[src/rtl/core/gtsp_pkg.sv]
// gtsp_pkg: types, codes and constants of the generation tagged section pool
// no dependencies; used by the interfaces and every module of the pool
`timescale 1ns / 1ps

package gtsp_pkg;

    localparam int POOL_SLOTS = 64;
    localparam int PAGE_BYTES = 4096;
    localparam int PAGE_SHIFT = $clog2(PAGE_BYTES);
    localparam int ADDR_SLOTS = (POOL_SLOTS < 64) ? POOL_SLOTS : 64;
    localparam int ADDR_BITS  = (ADDR_SLOTS > 1) ? $clog2(ADDR_SLOTS) : 1;

    localparam logic [47:0] USER_LAST_PAGE = 48'h7FFF_FFFF_F000;
    localparam logic [31:0] REFS_MAX       = 32'hFFFF_FFFF;
    localparam logic [31:0] LIMIT_RESET    = 32'hFFFF_FFFF;

    localparam logic [31:0] PROT_READONLY     = 32'h02;
    localparam logic [31:0] PROT_EXECUTE      = 32'h10;
    localparam logic [31:0] PROT_EXECUTE_READ = 32'h20;

    typedef enum logic [3:0] {
        CMD_RESERVE     = 4'd0,
        CMD_ABORT       = 4'd1,
        CMD_PUBLISH     = 4'd2,
        CMD_RETAIN      = 4'd3,
        CMD_RELEASE     = 4'd4,
        CMD_RETIRE_DONE = 4'd5,
        CMD_VIEW_CHECK  = 4'd6,
        CMD_VIEW_COMMIT = 4'd7,
        CMD_QUERY       = 4'd8
    } t_cmd;

    typedef enum logic [2:0] {
        ST_OK        = 3'd0,
        ST_BAD_KEY   = 3'd1,
        ST_WRONG     = 3'd2,
        ST_EXHAUSTED = 3'd3,
        ST_SATURATED = 3'd4,
        ST_BAD_ADDR  = 3'd5,
        ST_WX        = 3'd6
    } t_status;

    typedef enum logic [1:0] {
        PH_FREE         = 2'd0,
        PH_CONSTRUCTING = 2'd1,
        PH_LIVE         = 2'd2,
        PH_RETIRING     = 2'd3
    } t_phase;

    typedef enum logic [1:0] {
        S_IDLE,
        S_READ,
        S_EVAL
    } t_state;

    typedef struct packed {
        logic [3:0]  cmd;
        logic [5:0]  slot_index;
        logic [31:0] key_generation;
        logic [20:0] page_count;
        logic [31:0] protect_code;
        logic [47:0] view_base;
        logic        adopt_reference;
    } t_in;

    typedef struct packed {
        logic        ok;
        logic [2:0]  status;
        logic [5:0]  out_slot;
        logic [31:0] out_generation;
        logic [20:0] out_pages;
        logic        write_grant;
        logic        exec_grant;
        logic        write_history;
        logic        exec_history;
        logic        frames_to_free;
    } t_out;

    typedef struct packed {
        logic [1:0]  phase;
        logic [31:0] generation;
        logic [20:0] pages;
        logic [31:0] refs;
        logic        write_seen;
        logic        exec_seen;
    } t_entry;

    // controller to datapath
    typedef struct packed {
        logic load;
        logic rd;
        logic idx_clr;
        logic idx_inc;
        logic commit;
    } t_ctl;

    // datapath to controller
    typedef struct packed {
        logic is_reserve;
        logic scan_hit;
        logic scan_last;
    } t_sts;

    // protect code to {write, execute}
    function automatic logic [1:0] decode_protect(input logic [31:0] code);
        logic [1:0] wx;
        wx = 2'b10;
        if (code == PROT_READONLY) begin
            wx = 2'b00;
        end else if (code == PROT_EXECUTE || code == PROT_EXECUTE_READ) begin
            wx = 2'b01;
        end
        return wx;
    endfunction

endpackage

[src/rtl/core/gtsp_ctrl.sv]
// gtsp_ctrl: command sequencer and result valid flag
// depends on gtsp_pkg
`timescale 1ns / 1ps

module gtsp_ctrl (
    input  logic            i_clk,
    input  logic            i_rst_n,
    input  logic            i_in_valid,
    output logic            o_in_ready,
    output logic            o_out_valid,
    input  logic            i_out_ready,
    input  gtsp_pkg::t_sts  i_sts,
    output gtsp_pkg::t_ctl  o_ctl
);

    gtsp_pkg::t_state r_state;
    gtsp_pkg::t_state n_state;
    logic             r_out_valid;
    logic             out_busy;
    logic             scan_more;

    assign out_busy  = r_out_valid && !i_out_ready;
    assign scan_more = i_sts.is_reserve && !i_sts.scan_hit && !i_sts.scan_last;

    always_comb begin
        n_state = r_state;
        unique case (r_state)
            gtsp_pkg::S_IDLE: if (i_in_valid) n_state = gtsp_pkg::S_READ;
            gtsp_pkg::S_READ: n_state = gtsp_pkg::S_EVAL;
            gtsp_pkg::S_EVAL: begin
                if (scan_more) begin
                    n_state = gtsp_pkg::S_READ;
                end else if (!out_busy) begin
                    n_state = gtsp_pkg::S_IDLE;
                end
            end
            default: n_state = gtsp_pkg::S_IDLE;
        endcase
    end

    always_comb begin
        o_ctl      = '0;
        o_in_ready = 1'b0;
        unique case (r_state)
            gtsp_pkg::S_IDLE: begin
                o_in_ready    = 1'b1;
                o_ctl.load    = i_in_valid;
                o_ctl.idx_clr = i_in_valid;
            end
            gtsp_pkg::S_READ: o_ctl.rd = 1'b1;
            gtsp_pkg::S_EVAL: begin
                o_ctl.idx_inc = scan_more;
                o_ctl.commit  = !scan_more && !out_busy;
            end
            default: o_ctl = '0;
        endcase
    end

    always_ff @(posedge i_clk) begin
        if (!i_rst_n) begin
            r_state     <= gtsp_pkg::S_IDLE;
            r_out_valid <= 1'b0;
        end else begin
            r_state <= n_state;
            if (o_ctl.commit) begin
                r_out_valid <= 1'b1;
            end else if (i_out_ready) begin
                r_out_valid <= 1'b0;
            end
        end
    end

    assign o_out_valid = r_out_valid;

    a_commit_sets_valid: assert property (@(posedge i_clk) disable iff (!i_rst_n)
        o_ctl.commit |=> r_out_valid)
        else $error("result not presented after commit");

    a_no_overwrite: assert property (@(posedge i_clk) disable iff (!i_rst_n)
        !(o_ctl.commit && r_out_valid && !i_out_ready))
        else $error("pending result overwritten");

    a_scan_only_reserve: assert property (@(posedge i_clk) disable iff (!i_rst_n)
        o_ctl.idx_inc |-> i_sts.is_reserve)
        else $error("slot scan advanced outside reserve");

    a_load_then_read: assert property (@(posedge i_clk) disable iff (!i_rst_n)
        o_ctl.load |=> (r_state == gtsp_pkg::S_READ))
        else $error("accepted item not read");

endmodule

[config.mk]
export PLATFORM = sky130hd
export DESIGN_NAME = gtsp_ctrl
export DESIGN_NICKNAME = d
export VERILOG_FILES = /design/src/rtl/core/gtsp_pkg.sv /design/src/rtl/core/gtsp_ctrl.sv
export SDC_FILE = /design/constraint.sdc
export NUM_CORES = 1
export LEC_CHECK = 0
export BUFFER_PORTS_ARGS = -buffer_cell sky130_fd_sc_hd__clkbuf_2
export CAP_MARGIN = 20
export CORE_AREA = 2 2 39 41
export DETAILED_ROUTE_END_ITERATION = 6
export DIE_AREA = 0 0 41 43
export GPL_ROUTABILITY_DRIVEN = 0
export PLACE_DENSITY = 0.46
export SLEW_MARGIN = 20
export SYNTH_ARGS = -nofsm -noshare
export SYNTH_HDL_FRONTEND = slang
export SYNTH_SLANG_ARGS = --single-unit
[constraint.sdc]
create_clock -name i_clk -period 1.7 [get_ports i_clk]
set_input_delay 0.085 -clock i_clk [delete_from_list [all_inputs] [get_ports i_clk]]
set_output_delay 0.085 -clock i_clk [all_outputs]
set_load 0.01 [all_outputs]
Word-level counts from Yosys, hierarchy flattened --
Index checks and enable logic that the tools add are counted.
Storage, ports and cells: bits in registers 3, input port bits 7, output and inout port bits 7
Cells by class: eq/ne operators 4, muxes and demuxes 10, reduce and logical (&&, ||, !) cells 12
Operator list (number):
- $mux 2 | 4
- $pmux 2 s3 | 1
- $logic_not 1->1 | 5
- $mux 1 | 5
- $logic_and 1x1->1 | 4
- $ne 3x3->1 const B | 1
- $eq 2x1->1 const B | 1
- $eq 2x2->1 const B | 1
- $logic_not 2->1 | 1
- $ne 2x2->1 const B | 1
- $reduce_and 2->1 | 1
- $reduce_bool 2->1 | 1

Longest topological paths before layout --
Gate-level depths: netlist of run 1.
depth after elaboration 7, depth in mapped cells 3

Least setup slack after synthesis of run 1 --
Ideal clock, no wire load.
path kind register to output, start point register r_state[1], end point output port o_ctl[4] in the netlist's numbering, arrival time 0.901 ns, required time 1.615 ns, slack 0.714 ns, cell stages (with the launch flop) 4, path buffers 1, path through dfxtp_1 nor2_1 and2_1 buf_4
RTL lines:
- start: declaration | RTL line gtsp_ctrl.sv:16 | gtsp_pkg::t_state r_state;
- start signal: assignment | RTL line gtsp_ctrl.sv:61 | r_state <= gtsp_pkg::S_IDLE;
- start signal: assignment | RTL line gtsp_ctrl.sv:64 | r_state <= n_state;
- end: declaration | RTL line gtsp_ctrl.sv:13 | output gtsp_pkg::t_ctl o_ctl

==> results of run 1 <==
## power groups by stage
stage                     Sequential [uW]  Clock, uW  Combinational [uW]
after floorplan                      78.5          0                25.5
after global placement               78.5          0                40.6
after detailed placement             78.6          0                40.8
after CTS                            77.6        131                41.2
after global routing                 78.1        137                44.8
final                                77.6        122                40.4
## registers in the layout, summed over array words and instances, names as in the netlist
| signal | cells |
|---|---|
| r_state | 2 |
| o_out_valid | 1 |
## how the worst max path moves through the flow
stage / start / to / slack [ns]
finish: r_state[1] / o_ctl[0] / 0.52
global route: r_state[1] / o_ctl[0] / 0.43
CTS: r_state[1] / o_ctl[0] / 0.49
detailed placement: r_state[1] / o_ctl[0] / 0.75
global placement: o_out_valid / r_state[1] / 0.78
floorplan: r_state[1] / o_ctl[4] / 0.71
## cells by family after synthesis
kind of cell | count (synthesis) | synth area share
muxes | 1 | 0.0724
AOI/OAI and AO/OA | 2 | 0.0789
and+or+nand+nor | 11 | 0.454
DFF | 3 | 0.316
buffers and inverters | 2 | 0.0789
## cell type report
class / instances / area (um2) / area share
timing repair buffer: 13 / 65.1 / 0.227
multi-input combinational: 14 / 115 / 0.402
sequential: 3 / 60.1 / 0.210
tap: 16 / 20.0 / 0.0699
clock buffer: 4 / 26.3 / 0.0917
## worst max-delay path, delay by kind of cell (launching register included)
family | cells | cell delay (ns)
DFF | 1 | 0.40
and+or+nand+nor | 2 | 0.30
buffers and inverters | 1 | 0.16
## layer usage
layer  share of wire  routed length (um)  up-vias  global-route usage
met4               0                   0        0              0.0400
met2            0.30                 124       14              0.0688
li1                -                   -       94                   -
met3            0.19                  77        0              0.0524
met1            0.51                 213       72              0.0641
met5               0                   0        -                   0
## cells in the final DEF, fill, tap and decap left out
cell and instances:
mux2i_2 1, nand2b_1 1, nor2_1 2, clkbuf_1 1, nor3b_2 1, dfxtp_1 3
nor3b_1 1, nor2b_1 2, clkbuf_2 13, nor3_1 1, nor3b_4 1, clkbuf_4 3
and2_1 1, o21a_1 2, and3b_2 1
## metrics by stage
step                 util  setup slack, ns  std cells  total power [uW]
finish              0.207            0.523         50               240
floorplan               -            0.714         19               104
CTS                 0.207            0.490         50               249
global placement    0.188            0.778         46               119
detailed placement  0.188            0.746         46               119
global route        0.207            0.428         50               260
==> impl_metrics.tcl, run 1 <==
set metrics [dict create \
    portBuffers 13 \
    switchingPower_uw 56.4 \
    p_seq_frac 0.324 \
    route.detailed.drc 0 \
    grt_overflow 0 \
    cp.arrival_ns 1.09 \
    insertion_delay_ns 0.23 \
    ir_drop_v 0.000355 \
    seq_area_frac_synth 0.316 \
    vias 180 \
    worstSetupPathType "reg -> out" \
    synth_area_um2 190 \
    grt_pass1_vias 167 \
    routed_wirelength_um 416 \
    cts_sinks 3 \
    status "completed" \
    dr.first_iter.drc_count 1 \
    hold_class "in -> reg" \
    cts_buffer_depth 2 \
    rr_startpoint "o_out_valid" \
    r2r.worst_path.cells 3 \
    root_buffer "clkbuf_4" \
    die_x_um 41 \
    htree_levels 1 \
    hold_end "r_state[1]" \
    grt_pass1_wl_um 634 \
    dpl.hpwl_um 340 \
    coreArea_mm2 0.00138 \
    cts_buffers 3 \
    synth-seq-cells 3 \
    internal_power_uw 183 \
    antenna_found_initial 0 \
    p_comb_frac 0.169 \
    fmax_mhz 850 \
    nFillCells 161 \
    swShare 0.235 \
    finalHoldWorstSlack_ns 0.0921 \
    route.detailed.wl_per_inst_um 8.32 \
    stdcell_area_um2 287 \
    synth_top_area_frac 0.316 \
    critPathMaxFanout 5 \
    grt_use_total 0.0582 \
    via_per_inst 3.60 \
    rsz0062_at_grt "false" \
    synth_enable_flop_cells 0 \
    drt-pass1-iter-count 2 \
    yosysWarnings 0 \
    dieArea_mm2 0.00176 \
    initial_core_util 0.137 \
    slew_viol_final 0 \
    fin_tns_setup_ns 0 \
    setup_viol 0 \
    cp-start-kind "register" \
    clkSlewWorstSetupHoldPaths_ns 0.03 \
    drive_gt1_frac 0.588 \
    place_area_um2 260 \
    worstPathRequired_ns 1.62 \
    maxCapViolCount 0 \
    maxSlewHeadroom 0.832 \
    clockPowerShare 0.507 \
    io_pins 14 \
    post_cts_buffers 0 \
    std_cell_rows 14 \
    synth_cells 19 \
    period_share 0.692 \
    ys.flop_type "dfxtp_1" \
    cts_resized 0 \
    synth-async-reset-ratio 0 \
    area.growth.synth_to_final_pct 50.7 \
    slowest_delay_ns 0.40 \
    end_kind "output pin" \
    antennaDiodeCount 0 \
    slowest_stage "dfxtp_1" \
    netlist_top_cells_area "dfxtp_1 (32%), nor3b_4 (9.9%), buf_4 (7.9%)" \
    cts_tree "done" \
    post-route-min-period_ns 1.18 \
    clock_skew_ns 0.000197 \
    yosysMostFrequentCell "dfxtp_1" \
    dieHeight_um 43 \
    r2r_slack_ns 0.76 \
    yosysTopAreaCell "dfxtp_1" \
    reg2reg_to "r_state[1]" \
    syn_avg_cell_area_um2 10.0 \
    hold_depth 2 \
    ant_nets 0 \
    grt_max_degree 6 \
    synth_common_cells "dfxtp_1 (3), buf_4 (2), nor2_1 (2), nor2b_1 (2), o21a_1 (2)" \
    crit_chain "nand2b_1 -> nor3_1 -> clkbuf_2" \
    syn_nets 26 \
    min_from "i_rst_n" \
    hold_buffers 0 \
    p_per_area_mw_per_mm2 836 \
    tightest_slew_ns 0.252 \
    final_nets 42 \
    hold_viol 0 \
    p_leak_uw 0.000136 \
    ys_types 13 \
]
Note: power is estimated with default switching activity, not from simulation.
==> inputs of run 2 (changes only) <==
- PLACE_DENSITY: 0.46 -> 0.47
- clock period: 1.7 -> 1 ns (I/O delays scaled with it)
==> run 2 against run 1 <==
Compared with the run above: the run now ends with negative setup slack left; first-iteration DRC count rose to 3.0 times the previous value; final area rose by 18%; count of clock-buffer cells in the layout did not move; register-to-register slack got worse by 0.66 ns; combinational power rose by 110%; core utilization rose by 3.8 points; sequential power rose by 73%; worst hold slack got worse by 0.043 ns; critical path depth did not move.
==> impl_metrics.tcl, run 2 (synthesis results as in run 1) <==
set metrics [dict create \
    status "finished, violations left" \
    violations "negative setup slack" \
    die_x_um 41 \
    final_cell_count_no_fill 52 \
    initial_core_util 0.137 \
    p_leak_uw 0.000163 \
    dpl.hpwl_um 315 \
    internal_power_uw 325 \
    dieArea_mm2 0.00176 \
    ir_drop_v 0.000631 \
    period_share 1.02 \
    cts_sinks 3 \
    path_buf_inv 1 \
    slowest_delay_ns 0.34 \
    grt_pass1_wl_um 696 \
    hold_viol 0 \
    slew_viol_final 0 \
    dieHeight_um 43 \
    setup_viol 3 \
    final_cell_mix "clkbuf_2 (10), clkbuf_4 (3), buf_2 (3)" \
    hold_depth 2 \
    nFillCells 151 \
    route.detailed.drc 0 \
    worstPathRequired_ns 0.95 \
    hold_buffers 0 \
    route.detailed.wl_per_inst_um 9.27 \
    clock_skew_ns 0.00255 \
    cp-start-kind "register" \
    clkSlewWorstSetupHoldPaths_ns 0.04 \
    largest_register_ffs 2 \
    routed_wirelength_um 482 \
    min_from "i_rst_n" \
    post-route-min-period_ns 1.02 \
    p_comb_frac 0.196 \
    worstSetupPathType "reg -> out" \
    std_cell_rows 14 \
    drt-pass1-iter-count 4 \
    r2r.worst_path.cells 3 \
    vias 203 \
    final_nets 44 \
    slowest_stage "dfxtp_2" \
    critPathMaxFanout 5 \
    area.growth.synth_to_final_pct 78.3 \
    grt_overflow 0 \
    r2r_slack_ns 0.10 \
    grt_max_degree 6 \
    p_per_area_mw_per_mm2 1300 \
    final_common_cell "clkbuf_2" \
    dp_slack_ns 0.0844 \
    fmax_mhz 980 \
    drive_gt1_frac 0.833 \
    grt_use_total 0.0672 \
    place_inst 46 \
    setup_slack_ns -0.0203 \
    io_pins 14 \
    worstSetupStartpoint "r_state[0]" \
    top_register "r_state" \
    htree_levels 1 \
    coreArea_mm2 0.00138 \
    switchingPower_uw 116 \
    hold_end "r_state[1]" \
    clockPowerShare 0.499 \
    fin_tns_setup_ns -0.0407 \
    rsz0062_at_grt "true" \
    cp_top_family "flip-flops" \
    reg2reg_to "r_state[0]" \
    antennaDiodeCount 0 \
    crit_chain "nand2b_4 -> nor3_2 -> buf_2" \
    hold_class "in -> reg" \
    grt_pass1_vias 175 \
    maxSlewHeadroom 0.812 \
    cp.arrival_ns 0.97 \
    power.total_uw 442 \
    insertion_delay_ns 0.24 \
    via_per_inst 3.90 \
    dr.first_iter.drc_count 3 \
    tightest_slew_ns 0.282 \
    cts_buffers 3 \
    ant_nets 0 \
    maxCapViolCount 0 \
    antenna_found_initial 0 \
    cts_buffer_depth 2 \
    portBuffers 13 \
    swShare 0.264 \
    cts_tree "done" \
    p_seq_frac 0.304 \
    root_buffer "clkbuf_4" \
    rr_startpoint "r_state[1]" \
    end_kind "output pin" \
    cp.depth 3 \
]
[run 2: cell types whose count changed in the layout (fill, tap and decap cells not counted), sizes merged]
cell / previous run / this run
clkbuf: 17 / 14
buf: 0 / 5
[run 2: timing repair]
action | 4_1_cts | 5_1_grt
endpoints found under the setup margin | 5 | 5
gates resized for setup | 10 | 4
endpoints found under the hold margin | 0 | 0
pin swaps | 2 | 0
cloned | 0 | 0
setup buffers | 2 | 0
[run 2: how the worst max path moves through the flow]
stage / end / slack [ns]
global placement: o_ctl[0] / 0.07
detailed placement: o_ctl[0] / 0.08
global route: o_ctl[0] / -0.07
CTS: o_ctl[0] / -0.03
finish: o_ctl[0] / -0.02
floorplan: o_ctl[4] / 0.05
[run 2: layer usage]
layer  GRT usage  vias up  part of all wire
met4      0.0600        0                 0
met3      0.0628        0              0.19
li1            -       96                 -
met1      0.0737       87              0.44
met2      0.0719       20              0.37
met5           0        -                 0
[run 2: metrics by stage]
stage	hold slack [ns]	utilization	instance area, um2
finish	0.0490	0.245	339
global route	0.0578	0.245	339
CTS	0.0457	0.243	337
detailed placement	0.303	0.188	260
global placement	0.301	0.188	260
floorplan	0.168	-	190
[run 2: area by class of cell]
class / count / area, um2 / share of cell area
clock buffer: 4 / 26.3 / 0.0775
multi-input combinational: 14 / 148 / 0.435
sequential: 3 / 65.1 / 0.192
tap: 16 / 20.0 / 0.0590
timing repair buffer: 15 / 80.1 / 0.236
[run 2: worst reg2reg max path, cell delays in order (launching register included)]
cell and delay [ns]:
dfxtp_4 0.38, buf_4 0.13, mux2i_2 0.21, nor3b_2 0.06
[run 2: power by group through the flow]
stage | sequential [uW] | combinational [uW] | clock (uW)
final | 134 | 86.6 | 221
after global routing | 136 | 94.7 | 239
after CTS | 133 | 86.4 | 229
after floorplan | 133 | 43.4 | 0
after detailed placement | 134 | 68.7 | 0
after global placement | 134 | 69.3 | 0
==> inputs of run 3 (changes only) <==
- TNS_END_PERCENT: unset -> 5
==> run 3 against run 2 <==
Compared with the run above: the flow still finishes with violations (negative setup slack); flip-flop and latch count unchanged; clock skew unchanged; non-clock buffer count fell by 1; sequential power barely moved; maximum frequency is 0.13% lower; largest power group unchanged.
==> impl_metrics.tcl, run 3 (synthesis results as in run 1) <==
set metrics [dict create \
    status "finished, violations left" \
    violations "negative setup slack" \
    clkSlewWorstSetupHoldPaths_ns 0.04 \
    area.growth.synth_to_final_pct 80.9 \
    worstSetupPathType "reg -> out" \
    r2r_slack_ns 0.13 \
    clockPowerShare 0.492 \
    cts_buffers 3 \
    antennaDiodeCount 0 \
    initial_core_util 0.137 \
    p_comb_frac 0.207 \
    cts_buffer_depth 2 \
    ant_nets 0 \
    cp-start-kind "register" \
    htree_levels 1 \
    maxCapViolCount 0 \
    via_per_inst 3.84 \
    nFillCells 152 \
    grt_max_degree 6 \
    rr_startpoint "r_state[0]" \
    grt_use_total 0.0662 \
    antenna_found_initial 0 \
    place_inst 46 \
    ir_drop_v 0.000633 \
    setup_slack_ns -0.0216 \
    final_common_cell "clkbuf_2" \
    dr.first_iter.drc_count 3 \
    r2r.worst_path.cells 3 \
    root_buffer "clkbuf_4" \
    io_pins 14 \
    slowest_delay_ns 0.34 \
    worstPathRequired_ns 0.95 \
    route.detailed.wl_per_inst_um 9.29 \
    largest_register_ffs 2 \
    std_cell_rows 14 \
    swShare 0.262 \
    slew_viol_final 0 \
    setup_viol 4 \
    period_share 1.02 \
    stdcell_area_um2 344 \
    rsz0062_at_grt "true" \
    maxSlewHeadroom 0.811 \
    slowest_stage "dfxtp_2" \
    place_area_um2 260 \
    end_kind "output pin" \
    top_register "r_state" \
    final_cell_mix "clkbuf_2 (9), clkbuf_4 (3), o21a_1 (2), buf_6 (2), buf_2 (2)" \
    drt-pass1-iter-count 5 \
    final_cell_count_no_fill 51 \
    grt_overflow 0 \
    internal_power_uw 331 \
    vias 196 \
    routed_wirelength_um 474 \
    p_leak_uw 0.000162 \
    cts_sinks 3 \
    hold_class "in -> reg" \
    final_nets 43 \
    reg2reg_to "o_out_valid" \
    fin_tns_setup_ns -0.0395 \
    cp.arrival_ns 0.97 \
    crit_chain "nand2b_4 -> nor3_2 -> buf_2" \
    drive_gt1_frac 0.829 \
    grt_pass1_vias 167 \
    cts_tree "done" \
    dieArea_mm2 0.00176 \
    grt_pass1_wl_um 683 \
    crit_path_end "o_ctl[0]" \
    portBuffers 13 \
    p_per_area_mw_per_mm2 1300 \
    route.detailed.drc 0 \
    finalHoldWorstSlack_ns 0.0500 \
    switchingPower_uw 117 \
    clock_skew_ns 0.00255 \
    p_seq_frac 0.301 \
    post-route-min-period_ns 1.02 \
    hold_viol 0 \
    tightest_slew_ns 0.284 \
    dpl.hpwl_um 315 \
    die_x_um 41 \
    dieHeight_um 43 \
    insertion_delay_ns 0.24 \
    coreArea_mm2 0.00138 \
    fmax_mhz 979 \
    worstSetupStartpoint "r_state[0]" \
    critPathMaxFanout 5 \
]
[run 3: cell count changes in the layout (fill, tap and decap cells not counted), sizes merged]
cell,delta
clkbuf,-1
[run 3: cell type report]
class	count	area [um2]	area share
clock buffers	4	26.3	0.0764
multi-input cells	14	148	0.429
flip-flops and latches	3	65.1	0.189
well taps	16	20.0	0.0582
repair buffers	14	85.1	0.247
[run 3: stage by stage]
step	utilization	worst slack, ns	total power [uW]
2_1_floorplan	-	0.0492	177
6_report	0.249	-0.0216	448
5_1_grt	0.249	-0.0677	476
3_5_place_dp	0.188	0.0844	202
4_1_cts	0.238	-0.0298	446
3_3_place_gp	0.188	0.0664	203
[run 3: what timing repair did]
action	in CTS	in global routing
gates resized for setup	10	7
setup buffers	1	0
hold buffers	0	0
setup endpoints to repair	5	5
pin swaps	2	0
[run 3: worst min-delay path by stage]
stage / start / endpoint / slack, ns / cells past startpoint
detailed placement: i_rst_n / r_state[1] / 0.30 / 2
global route: i_rst_n / r_state[1] / 0.06 / 2
global placement: i_rst_n / r_state[1] / 0.30 / 2
floorplan: i_rst_n / o_out_valid / 0.17 / 1
finish: i_rst_n / r_state[1] / 0.05 / 2
CTS: i_rst_n / r_state[1] / 0.05 / 2
[run 3: power groups by stage]
stage | registers, uW | clock network, uW | logic (uW)
finish | 135 | 221 | 92.8
global route | 136 | 239 | 101
CTS | 134 | 229 | 83.4
detailed placement | 134 | 0 | 68.7
global placement | 134 | 0 | 69.3
floorplan | 133 | 0 | 43.4
[run 3: critical path, delay by kind of cell (launching register included)]
kind	cells	cell delay (ns)
buffers and inverters	1	0.15
DFF	1	0.34
and+or+nand+nor	2	0.24
[run 3: routing by layer]
layer	up-vias	part of all wire	track usage
met3	0	0.19	0.0628
met2	18	0.36	0.0688
li1	94	-	-
met5	-	0	0
met1	84	0.45	0.0737
met4	0	0	0.0600
